$ cat config.mk
export PLATFORM = sky130hd
export DESIGN_NAME = miller_rabin_round_unit
export DESIGN_NICKNAME = d
export VERILOG_FILES = /design/src/hdl/mrr_pkg.sv /design/src/hdl/miller_rabin_round_unit.sv /design/src/hdl/mrr_mod_cell.sv /design/src/hdl/mrr_mod_mul.sv /design/src/hdl/mrr_mod_red.sv
export SDC_FILE = /design/constraint.sdc
export NUM_CORES = 1
export LEC_CHECK = 0
export BUFFER_PORTS_ARGS = -buffer_cell sky130_fd_sc_hd__buf_2
export CAP_MARGIN = 10
export CORE_MARGIN = 2
export CORE_UTILIZATION = 55
export CTS_CLUSTER_DIAMETER = 50
export DETAILED_ROUTE_END_ITERATION = 8
export PLACE_DENSITY = 0.75
export SLEW_MARGIN = 20
export SYNTH_ARGS = -nofsm -noshare
export SYNTH_HDL_FRONTEND = slang
export SYNTH_SLANG_ARGS = --single-unit
$ cat constraint.sdc
create_clock -name clock -period 8.15 [get_ports clock]
set_input_delay 2.0375 -clock clock [delete_from_list [all_inputs] [get_ports clock]]
set_output_delay 2.0375 -clock clock [all_outputs]
set_load 0.05 [all_outputs]
$ cat src/hdl/mrr_pkg.sv
// Package for the Miller-Rabin round unit: verdict codes and cell control struct.
// No dependencies.
package mrr_pkg;

   typedef enum logic [1:0] {
      VERDICT_TWO       = 2'd0,
      VERDICT_EVEN      = 2'd1,
      VERDICT_COMPOSITE = 2'd2,
      VERDICT_PASSED    = 2'd3
   } verdict_type;

   // control broadcast along the cell row
   typedef struct packed {
      logic start;   // load operands, clear accumulator
      logic step;    // one shift-and-add step
      logic add_en;  // multiplier bit is one
   } cell_ctl_type;

endpackage

$ cat src/hdl/miller_rabin_round_unit.sv
// Miller-Rabin round: one request (candidate, base) gives one verdict.
// Trivial candidates (even, 1 or 2): verdict valid the cycle after the request; others
// run on the serial modular multiplier cell row.
// Throughput: one request at a time; next request taken once the verdict has been accepted.
// Reset: synchronous active-high reset clears the controller and handshakes.
// Depends on mrr_pkg, mrr_mod_mul, mrr_mod_red.
module miller_rabin_round_unit #(
   parameter int WIDTH = 32
) (
   input  logic        clock,
   input  logic        reset,
   input  logic        req_tvalid,
   output logic        req_tready,
   input  logic [63:0] req_tdata,   // [31:0] candidate, [63:32] base
   output logic        rsp_tvalid,
   input  logic        rsp_tready,
   output logic [7:0]  rsp_tdata    // [0] probable_prime, [2:1] verdict_kind, rest zero
);
   localparam int EW = $clog2(WIDTH);
   localparam int SW = $clog2(WIDTH + 1);

   typedef enum logic [3:0] {
      S_IDLE, S_RED, S_SQ, S_SQ_W, S_MUL, S_MUL_W, S_NEXT, S_CHK, S_LOOP, S_LOOP_W, S_OUT
   } state_type;

   state_type        state_ff;
   logic [WIDTH-1:0] p_ff, pm1_ff, d_ff, g_ff, x_ff;
   logic [EW-1:0]    bit_ff;
   logic [SW-1:0]    s_ff, i_ff;
   logic             rv_ff, pp_ff;
   mrr_pkg::verdict_type kind_ff;

   logic [63:0]      cand_w, base_w;
   logic [WIDTH-1:0] p_w, a_w, pm1_w, d_w;
   logic [SW-1:0]    s_w;

   always_comb begin
      cand_w = {32'd0, req_tdata[31:0]};
      base_w = {32'd0, req_tdata[63:32]};
      p_w   = cand_w[WIDTH-1:0];
      a_w   = base_w[WIDTH-1:0];
      pm1_w = p_w - 1'b1;
      d_w   = pm1_w;
      s_w   = '0;
      // trailing zero count: largest k with the low k bits clear
      for (int k = 1; k <= WIDTH - 1; k++) begin
         if ((pm1_w & ~({WIDTH{1'b1}} << k)) == '0) begin
            s_w = SW'(k);
            d_w = pm1_w >> k;
         end
      end
   end

   logic             mul_start, mul_done, red_start, red_done;
   logic [WIDTH-1:0] mul_x, mul_y, prod, rem;

   assign mul_x = ((state_ff == S_MUL) || (state_ff == S_MUL_W)) ? g_ff : x_ff;
   assign mul_y = x_ff;
   assign mul_start = (state_ff == S_SQ) || (state_ff == S_MUL) || (state_ff == S_LOOP);

   mrr_mod_mul #(.WIDTH(WIDTH)) u_mul (
      .clock (clock), .reset (reset), .start (mul_start),
      .x (mul_x), .y (mul_y), .n (p_ff), .done (mul_done), .product (prod)
   );

   mrr_mod_red #(.WIDTH(WIDTH)) u_red (
      .clock (clock), .reset (reset), .start (red_start),
      .a (a_w), .n (p_ff), .done (red_done), .rem (rem)
   );

   assign req_tready = (state_ff == S_IDLE) && !rv_ff;
   logic accept;
   assign accept = req_tvalid && req_tready;
   logic nontrivial;
   assign nontrivial = p_w[0] && (p_w != WIDTH'(1));
   assign red_start = accept && nontrivial;

   always_ff @(posedge clock) begin
      if (reset) begin
         state_ff <= S_IDLE;
         rv_ff    <= 1'b0;
      end else begin
         if (rv_ff && rsp_tready) rv_ff <= 1'b0;
         case (state_ff)
            S_IDLE: begin
               if (accept) begin
                  p_ff   <= p_w;
                  pm1_ff <= pm1_w;
                  d_ff   <= d_w;
                  s_ff   <= s_w;
                  x_ff   <= WIDTH'(1);
                  bit_ff <= EW'(WIDTH - 1);
                  if (p_w == WIDTH'(2)) begin
                     pp_ff <= 1'b1; kind_ff <= mrr_pkg::VERDICT_TWO; rv_ff <= 1'b1;
                  end else if (!nontrivial) begin
                     pp_ff <= 1'b0; kind_ff <= mrr_pkg::VERDICT_EVEN; rv_ff <= 1'b1;
                  end else begin
                     state_ff <= S_RED;
                  end
               end
            end
            S_RED: if (red_done) begin
               g_ff <= rem;
               state_ff <= S_SQ;
            end
            S_SQ: state_ff <= S_SQ_W;
            S_SQ_W: if (mul_done) begin
               x_ff <= prod;
               state_ff <= d_ff[bit_ff] ? S_MUL : S_NEXT;
            end
            S_MUL: state_ff <= S_MUL_W;
            S_MUL_W: if (mul_done) begin
               x_ff <= prod;
               state_ff <= S_NEXT;
            end
            S_NEXT: begin
               if (bit_ff == '0) begin
                  i_ff <= '0;
                  state_ff <= S_CHK;
               end else begin
                  bit_ff <= bit_ff - 1'b1;
                  state_ff <= S_SQ;
               end
            end
            S_CHK: begin
               if (x_ff == WIDTH'(1) && i_ff == '0) begin
                  pp_ff <= 1'b1; kind_ff <= mrr_pkg::VERDICT_PASSED; state_ff <= S_OUT;
               end else if (i_ff == s_ff) begin
                  pp_ff <= 1'b0; kind_ff <= mrr_pkg::VERDICT_COMPOSITE; state_ff <= S_OUT;
               end else if (x_ff == pm1_ff) begin
                  pp_ff <= 1'b1; kind_ff <= mrr_pkg::VERDICT_PASSED; state_ff <= S_OUT;
               end else begin
                  state_ff <= S_LOOP;
               end
            end
            S_LOOP: state_ff <= S_LOOP_W;
            S_LOOP_W: if (mul_done) begin
               x_ff <= prod;
               i_ff <= i_ff + 1'b1;
               state_ff <= S_CHK;
            end
            S_OUT: if (!rv_ff) begin
               rv_ff <= 1'b1;
               state_ff <= S_IDLE;
            end
            default: state_ff <= S_IDLE;
         endcase
      end
   end

   assign rsp_tvalid = rv_ff;
   assign rsp_tdata  = {5'd0, kind_ff, pp_ff};

   a_pass_kind: assert property (@(posedge clock) disable iff (reset)
      rsp_tvalid |-> (rsp_tdata[0] == (rsp_tdata[2:1] == mrr_pkg::VERDICT_PASSED
                                       || rsp_tdata[2:1] == mrr_pkg::VERDICT_TWO)))
      else $error("verdict bit disagrees with kind");
   a_no_accept_busy: assert property (@(posedge clock) disable iff (reset)
      (state_ff != S_IDLE) |-> !req_tready)
      else $error("request taken while busy");
   a_red_sync: assert property (@(posedge clock) disable iff (reset)
      red_done |-> (state_ff == S_RED))
      else $error("reduction finished outside its state");
endmodule

$ cat src/hdl/mrr_mod_cell.sv
// One bit slice of the serial modular multiplier: holds one accumulator bit.
// Depends on mrr_pkg.
module mrr_mod_cell (
   input  logic                  clock,
   input  logic                  reset,
   input  mrr_pkg::cell_ctl_type ctl,
   input  logic                  acc_lsb_in,   // neighbor's accumulator bit (shift)
   input  logic                  sel_dbl,      // use doubled value after subtract
   input  logic                  dbl_sub_bit,  // bit of 2*acc - n
   input  logic                  sel_add,
   input  logic                  add_sub_bit,  // bit of t + x - n
   input  logic                  add_raw_bit,  // bit of t + x
   output logic                  acc_bit
);
   logic acc_ff, acc_in;
   logic t_bit;

   always_comb begin
      t_bit = sel_dbl ? dbl_sub_bit : acc_lsb_in;
      acc_in = acc_ff;
      if (ctl.start) begin
         acc_in = 1'b0;
      end else if (ctl.step) begin
         if (ctl.add_en) begin
            acc_in = sel_add ? add_sub_bit : add_raw_bit;
         end else begin
            acc_in = t_bit;
         end
      end
   end

   always_ff @(posedge clock) begin
      if (reset) begin
         acc_ff <= 1'b0;
      end else begin
         acc_ff <= acc_in;
      end
   end

   assign acc_bit = acc_ff;
endmodule

$ cat src/hdl/mrr_mod_mul.sv
// Bit-serial modular multiplier built from a row of mrr_mod_cell slices.
// Depends on mrr_pkg and mrr_mod_cell.
module mrr_mod_mul #(
   parameter int WIDTH = 32
) (
   input  logic             clock,
   input  logic             reset,
   input  logic             start,
   input  logic [WIDTH-1:0] x,
   input  logic [WIDTH-1:0] y,
   input  logic [WIDTH-1:0] n,
   output logic             done,
   output logic [WIDTH-1:0] product
);
   localparam int CW = $clog2(WIDTH + 1);

   logic [WIDTH-1:0] y_ff, y_in;
   logic [CW-1:0]    cnt_ff, cnt_in;
   logic             busy_ff, busy_in;
   logic             done_ff, done_in;
   logic [WIDTH-1:0] acc;

   logic [WIDTH:0]   dbl, dbl_sub, t, add_raw, add_sub;
   logic             sel_dbl, sel_add;
   logic [WIDTH-1:0] t_w;
   mrr_pkg::cell_ctl_type ctl;

   always_comb begin
      dbl     = {acc, 1'b0};
      dbl_sub = dbl - {1'b0, n};
      sel_dbl = (dbl >= {1'b0, n});
      t       = sel_dbl ? dbl_sub : dbl;
      t_w     = t[WIDTH-1:0];
      add_raw = {1'b0, t_w} + {1'b0, x};
      add_sub = add_raw - {1'b0, n};
      sel_add = (add_raw >= {1'b0, n});
      ctl.start  = start;
      ctl.step   = busy_ff;
      ctl.add_en = y_ff[WIDTH-1];
   end

   for (genvar i = 0; i < WIDTH; i++) begin : g_cell
      mrr_mod_cell u_cell (
         .clock       (clock),
         .reset       (reset),
         .ctl         (ctl),
         .acc_lsb_in  (dbl[i]),
         .sel_dbl     (sel_dbl),
         .dbl_sub_bit (dbl_sub[i]),
         .sel_add     (sel_add),
         .add_sub_bit (add_sub[i]),
         .add_raw_bit (add_raw[i]),
         .acc_bit     (acc[i])
      );
   end

   always_comb begin
      y_in    = y_ff;
      cnt_in  = cnt_ff;
      busy_in = busy_ff;
      done_in = 1'b0;
      if (start) begin
         y_in    = y;
         cnt_in  = CW'(WIDTH);
         busy_in = 1'b1;
      end else if (busy_ff) begin
         y_in   = {y_ff[WIDTH-2:0], 1'b0};
         cnt_in = cnt_ff - 1'b1;
         if (cnt_ff == CW'(1)) begin
            busy_in = 1'b0;
            done_in = 1'b1;
         end
      end
   end

   always_ff @(posedge clock) begin
      if (reset) begin
         busy_ff <= 1'b0;
         done_ff <= 1'b0;
         cnt_ff  <= '0;
      end else begin
         busy_ff <= busy_in;
         done_ff <= done_in;
         cnt_ff  <= cnt_in;
      end
      y_ff <= y_in;
   end

   assign done    = done_ff;
   assign product = acc;
endmodule

$ cat src/hdl/mrr_mod_red.sv
// Bit-serial reduction a mod n (restoring, one bit per cycle).
// No dependencies.
module mrr_mod_red #(
   parameter int WIDTH = 32
) (
   input  logic             clock,
   input  logic             reset,
   input  logic             start,
   input  logic [WIDTH-1:0] a,
   input  logic [WIDTH-1:0] n,
   output logic             done,
   output logic [WIDTH-1:0] rem
);
   localparam int CW = $clog2(WIDTH + 1);

   logic [WIDTH-1:0] a_ff, a_in, r_ff, r_in;
   logic [CW-1:0]    cnt_ff, cnt_in;
   logic             busy_ff, busy_in, done_ff, done_in;
   logic [WIDTH:0]   sh, sub;

   always_comb begin
      sh      = {r_ff, a_ff[WIDTH-1]};
      sub     = sh - {1'b0, n};
      a_in    = a_ff;
      r_in    = r_ff;
      cnt_in  = cnt_ff;
      busy_in = busy_ff;
      done_in = 1'b0;
      if (start) begin
         a_in    = a;
         r_in    = '0;
         cnt_in  = CW'(WIDTH);
         busy_in = 1'b1;
      end else if (busy_ff) begin
         a_in   = {a_ff[WIDTH-2:0], 1'b0};
         r_in   = (sh >= {1'b0, n}) ? sub[WIDTH-1:0] : sh[WIDTH-1:0];
         cnt_in = cnt_ff - 1'b1;
         if (cnt_ff == CW'(1)) begin
            busy_in = 1'b0;
            done_in = 1'b1;
         end
      end
   end

   always_ff @(posedge clock) begin
      if (reset) begin
         busy_ff <= 1'b0;
         done_ff <= 1'b0;
         cnt_ff  <= '0;
      end else begin
         busy_ff <= busy_in;
         done_ff <= done_in;
         cnt_ff  <= cnt_in;
      end
      a_ff <= a_in;
      r_ff <= r_in;
   end

   assign done = done_ff;
   assign rem  = r_ff;
endmodule
==> results.cfg, run 1 <==
[status]
run_status = finished, final reports clean

[place]
place_ws_ns = -0.160
placedInstanceArea_um2 = 26900
port_buffers = 72
dp_cells = 3570
dp_hpwl_mm = 69.0
gp_congestion = 1.06

[global_routing]
grt_antenna_before_repair = 4
gr-usage-met1 = 0.490
grt_use_met3 = 0.0780
grt_overflow = 0
grt_max_degree = 73
grt.busiest_layer = met2
grt_pass1_wl_mm = 142
use_met2 = 0.621
grt_pass1_vias = 23200
track_usage = 0.391

[yosys]
synth_area_leader_cell = edfxtp_1
synth_fa_ha_area_frac = 0.0710
synthTopCellsByArea = edfxtp_1, ha_1, dfxtp_1
ys.flop_type = edfxtp_1
syn_inst = 2975
syn_avg_cell_area_um2 = 8.61
synth_edf_count = 243
yosys.area_share.xor_xnor = 0.0616
synth_top_family_by_area = compound AO/OA/AOI/OAI gates
synthSimpleGateAreaFrac = 0.167
synth_compound_area_frac = 0.243
synthArstFlopShare = 0
mappedNetlistArea_um2 = 25600
synth_top_cell_area_share = 0.285
synthMuxAreaShare = 0.0569
seq_area_frac_synth = 0.351
synth_cell_types = 95
yosys_warnings = 0
synth_seq_cells = 328

[final_layout]
nets = 3219
fin_cells = 3648
area_growth_pct = 10.9
n_fill_cell = 3996
final_area_um2 = 28400
fin_util = 0.614
drive_gt1_frac = 0.136

[power]
ir_worst_vdd_mv = 0.398
power_density_nw_per_um2 = 334
p_total_w = 0.00949
leakagePower_nw = 11.3

[drt]
drc = 0
drtPass1Iterations = 6
viasPerCell = 6.82
drt_wl_total_mm = 96.3
vias = 24900
ant_nets = 0
wire_per_inst_um = 26.4
drt_iter0_drc = 3274

[sta]
finalCritPeriodShare = 0.964
fin_crit_ns = 7.85
setup_violations = 0
worst_pin_slew_ns = 1.12
max_freq_mhz = 127
relSlewSlack = 0.253
finalHoldViolCount = 0
final_max_slew_viol_count = 0
skew_ns = 0.0172
setup_slack_ns = 0.296

[clocking]
htree_levels = 2
clock_sinks = 328
holdBufCountCts = 0
cts_buffer_depth = 3
cts_root_buf = clkbuf_16
cts_tree = built
cts.clk_slew.worst_paths_ns = 0.06
numCtsBuffers = 42
clkLatencyLatePin_ns = 0.58

[hold_path]
holdCritPathClass = reg -> reg

[critical_path]
critPathSlowestCell = or4_1
cp.required_ns = 8.61
max_stage_delay_ns = 0.52
critPathCaptureType = flip-flop
cp_top_family = compound AO/OA/AOI/OAI gates
startpoint_type = flip-flop
critical_path_class = reg -> reg
crit_fanout = 15
critPathBufInv = 6
arrival_ns = 8.32

[floorplanning]
rows = 79
core-area_um2 = 46300
fp.dieH_um = 220
io_pins = 78
initial_core_util = 0.554
fp.dieW_um = 220
die_area_um2 = 48300

[job]
maxCapViolCount = 0
routing by layer:
metal / vias up / wire length, µm
li1: 11100 / -
met1: 11800 / 36900
met2: 1579 / 43100
met3: 376 / 9590
met4: 2 / 6700
met5: - / 16
worst register-to-register path: cells and delay by family, from the launching register on:
family	cells	cell delay [ns]
compound gates	18	3.69
simple gates	4	0.98
buf+inv	6	0.95
fa+ha+maj	3	0.81
mux	2	0.62
flops	1	0.41
xor+xnor	1	0.29
sequential cells by signal, indices dropped and copies added (netlist names), 5 cells and up:
register,flops
u_red.cnt_ff,6
bit_ff,5
u_mul.y_ff,32
pm1_ff,32
mul_y,32
p_ff,32
d_ff,32
i_ff,6
s_ff,5
u_mul.g_cell.u_cell.acc_bit,32
u_red.a_ff,32
u_mul.cnt_ff,6
g_ff,32
u_red.rem,32
timing repair:
item	4_1_cts	5_1_grt
cloned	0	1
hold endpoints to repair	0	0
resized for setup	3	24
pin swaps	0	5
buffers inserted	0	0
endpoints found under the setup margin	31	32
through the flow:
stage                     TNS [ns]  hold slack [ns]
after floorplan                  0            0.442
after global placement       -1.98            0.474
after detailed placement     -2.61            0.485
after CTS                        0            0.500
after global routing       -0.0311            0.510
final                            0            0.501
power by group:
part / internal (W) / total (W) / switching, W
clock network: 0.00112 / 0.00188 / 0.000760
registers: 0.00223 / 0.00249 / 0.000259
logic: 0.00203 / 0.00512 / 0.00309
total: 0.00538 / 0.00949 / 0.00411
final timing paths:
kind	from	end	slack, ns	cells after the start
worst max-delay path	p_ff[1]	u_mul.g_cell[6].u_cell.acc_bit	0.30	34
worst min register to register	u_mul.cnt_ff[0]	u_mul.cnt_ff[0]	0.50	2
worst max register to register	p_ff[1]	u_mul.g_cell[6].u_cell.acc_bit	0.30	34
worst min-delay path	u_mul.cnt_ff[0]	u_mul.cnt_ff[0]	0.50	2
synthesized netlist by cell type (all sizes together), types with 10 or more instances:
cell type / number
edfxtp: 243
nand3: 49
mux2: 81
and2: 45
a21oi: 274
clkbuf: 156
nand2b: 28
dfxtp: 85
buf: 36
nor2b: 20
or3: 17
and3: 18
o21bai: 12
o21a: 22
mux4: 10
o211ai: 48
nor3: 57
inv: 119
ha: 139
mux2i: 32
a211oi: 81
o22ai: 51
nor2: 256
nand2: 312
a21o: 64
a31o: 19
xnor2: 86
a22oi: 13
a31oi: 40
nor4: 39
a221oi: 23
o21ai: 204
or4: 14
xor2: 94
o221ai: 21
nand4: 25
final cells by class:
class / count / area [µm²] / area share
repair buffers: 177 / 1190 / 0.0421
inverters: 127 / 477 / 0.0168
well taps: 607 / 759 / 0.0267
multi-input cells: 2332 / 15600 / 0.548
diodes: 2 / 5.00 / 0.000176
flip-flops and latches: 328 / 9000 / 0.317
clock inverters: 26 / 233 / 0.00819
clock buffers: 49 / 1160 / 0.0409
layout by cell type (no fill, tap or decap), types with 84 or more instances in the layout:
| cell type | Yosys | layout |
|---|---|---|
| ha_1 | 139 | 135 |
| xor2_1 | 94 | 91 |
| buf_4 | 8 | 101 |
| inv_1 | 112 | 112 |
| nand2_1 | 311 | 311 |
| o21ai_0 | 192 | 189 |
| a21oi_1 | 273 | 272 |
| dfxtp_1 | 85 | 84 |
| xnor2_1 | 86 | 84 |
| nor2_1 | 255 | 252 |
| edfxtp_1 | 243 | 243 |
logic make-up after synthesis:
group / after synthesis
simple gates: 908
compound gates: 973
flops: 328
fa+ha+maj: 143
mux: 123
other cells: 1
xor+xnor: 180
buf+inv: 319
(Power assumes the default switching activity.)
==> run 2: changes to the inputs <==
--- a/config.mk
+++ b/config.mk
@@ -12,7 +12,7 @@
 export CTS_CLUSTER_DIAMETER = 50
 export DETAILED_ROUTE_END_ITERATION = 8
 export PLACE_DENSITY = 0.75
-export SLEW_MARGIN = 20
+export REMOVE_ABC_BUFFERS = 1
 export SYNTH_ARGS = -nofsm -noshare
 export SYNTH_HDL_FRONTEND = slang
 export SYNTH_SLANG_ARGS = --single-unit
==> results.cfg, run 2 (synthesis gave the netlist of run 1 again) <==
[status]
run_status = finished, final reports clean

[power]
pwr-share-seq = 0.253
p_int_w = 0.00558
p_switching_w = 0.00420
leakagePower_nw = 11.6
power_density_nw_per_um2 = 339
ir_worst_vdd_mv = 0.260
switching_share = 0.429
combPwrFrac = 0.541
clkPwrFrac = 0.206

[critical_path]
arrival_ns = 8.31
cp.required_ns = 8.62
crit_start = p_ff[1]
critical_path_class = reg -> reg
cpMostUsedCell = buf_4
critPathSlowestCell = or4_1
reg2reg_from = p_ff[1]
max_stage_delay_ns = 0.56
crit_fanout = 12
startpoint_type = flip-flop
critPathCaptureType = flip-flop

[final_layout]
final_area_um2 = 28900
final_cell_mix = nand2_1, a21oi_1, nor2_1, edfxtp_1, o21ai_0
area_growth_pct = 12.8
n_fill_cell = 3936
fin_util = 0.624
drive_gt1_frac = 0.153
nets = 3263
layout_commonest_cell = nand2_1

[global_routing]
grt_pass1_wl_mm = 143
grt_max_degree = 73
grt_overflow = 0
track_usage = 0.392
grt_pass1_vias = 23400
grt_antenna_before_repair = 1

[floorplanning]
io_pins = 78
die_area_um2 = 48300
rows = 79
core-area_um2 = 46300
initial_core_util = 0.554
fp.dieH_um = 220
fp.dieW_um = 220

[place]
gp_congestion = 1.05
placedInstanceArea_um2 = 27200
dp_hpwl_mm = 69.3
port_buffers = 72

[clocking]
cts_tree = built
clkLatencyLatePin_ns = 0.59
cts_buffer_depth = 3
numCtsBuffers = 45
holdBufCountCts = 0
htree_levels = 2
clock_sinks = 328
cts_root_buf = clkbuf_16
cts.clk_slew.worst_paths_ns = 0.06

[sta]
relSlewSlack = 0.0348
final_max_slew_viol_count = 0
skew_ns = 0.0227
worst_pin_slew_ns = 1.43
setup_violations = 0
setup_tns_ns = 0
fin_crit_ns = 7.84
max_freq_mhz = 128
finalHoldViolCount = 0
finalCritPeriodShare = 0.962

[drt]
drt_wl_total_mm = 96.2
ant_nets = 0
viasPerCell = 6.82
drc = 0
wire_per_inst_um = 26.0
drt_iter0_drc = 3904
drtPass1Iterations = 7
vias = 25200

[hold_path]
holdCritPathClass = reg -> reg
hp-start = u_red.rem[28]

[job]
maxCapViolCount = 0
-- run 2: changes by cell type in the layout (fill, tap and decap cells not counted), moves of 3 or more --
cell       delta
clkinv_2      -3
buf_4        +41
nor3_1        -3
clkbuf_1      +3
clkinv_4      +6
clkinv_1      -5
inv_8         +3
clkbuf_16     +3
nor3_2        +3
-- run 2: per-stage QoR --
step / power (W) / instances / setup slack (ns) / hold slack (ns)
2_1_floorplan: 0.00590 / 2787 / -2.46 / 0.442
3_3_place_gp: 0.00737 / 3610 / 0.284 / 0.471
3_5_place_dp: 0.00746 / 3610 / 0.153 / 0.470
4_1_cts: 0.00952 / 3694 / 0.110 / 0.489
5_1_grt: 0.0103 / 3696 / -0.00640 / 0.511
6_report: 0.00978 / 3699 / 0.310 / 0.494
-- run 2: per-layer routing --
| metal | track usage | up-vias | share of wire |
|---|---|---|---|
| met1 | 0.518 | 11900 | 0.39 |
| li1 | - | 11200 | - |
| met2 | 0.606 | 1705 | 0.44 |
| met3 | 0.0774 | 386 | 0.11 |
| met5 | 0 | - | 0 |
| met4 | 0.212 | 0 | 0.066 |
-- run 2: what timing repair did --
| item | 4_1_cts | 5_1_grt |
|---|---|---|
| buffers inserted | 0 | 1 |
| gates resized for setup | 0 | 29 |
| endpoints found under the setup margin | 0 | 32 |
-- run 2: critical path: cells and delay by family, from the launching register on --
| kind | cells | cell delay, ns |
|---|---|---|
| compound gates | 14 | 2.94 |
| fa+ha+maj | 3 | 0.82 |
| mux | 1 | 0.35 |
| xor+xnor | 1 | 0.12 |
| buf+inv | 9 | 1.41 |
| simple gates | 8 | 1.67 |
| flops | 1 | 0.41 |
-- run 2: cell type report --
class                   count  area (µm²)  share of cell area
clock buffers              55        1240              0.0430
multi-input cells        2332       15600               0.540
inverters                 127         477              0.0165
clock inverters            29         293              0.0101
well taps                 607         759              0.0263
repair buffers            218        1510              0.0523
flip-flops and latches    328        9000               0.312
diodes                      3        7.51            0.000260
-- run 2: final timing paths --
path	slack, ns	to	cells past startpoint
worst max-delay path	0.31	u_mul.g_cell[24].u_cell.acc_bit	36
worst min-delay path	0.49	g_ff[28]	0
worst max register to register	0.31	u_mul.g_cell[24].u_cell.acc_bit	36
worst min register to register	0.49	g_ff[28]	0
-- run 2: power by group through the flow --
stage	Sequential (W)	Combinational, W	Clock, W
2_1_floorplan	0.00245	0.00346	0
3_3_place_gp	0.00248	0.00489	0
3_5_place_dp	0.00249	0.00497	0
4_1_cts	0.00247	0.00502	0.00203
5_1_grt	0.00251	0.00571	0.00209
6_report	0.00248	0.00529	0.00201
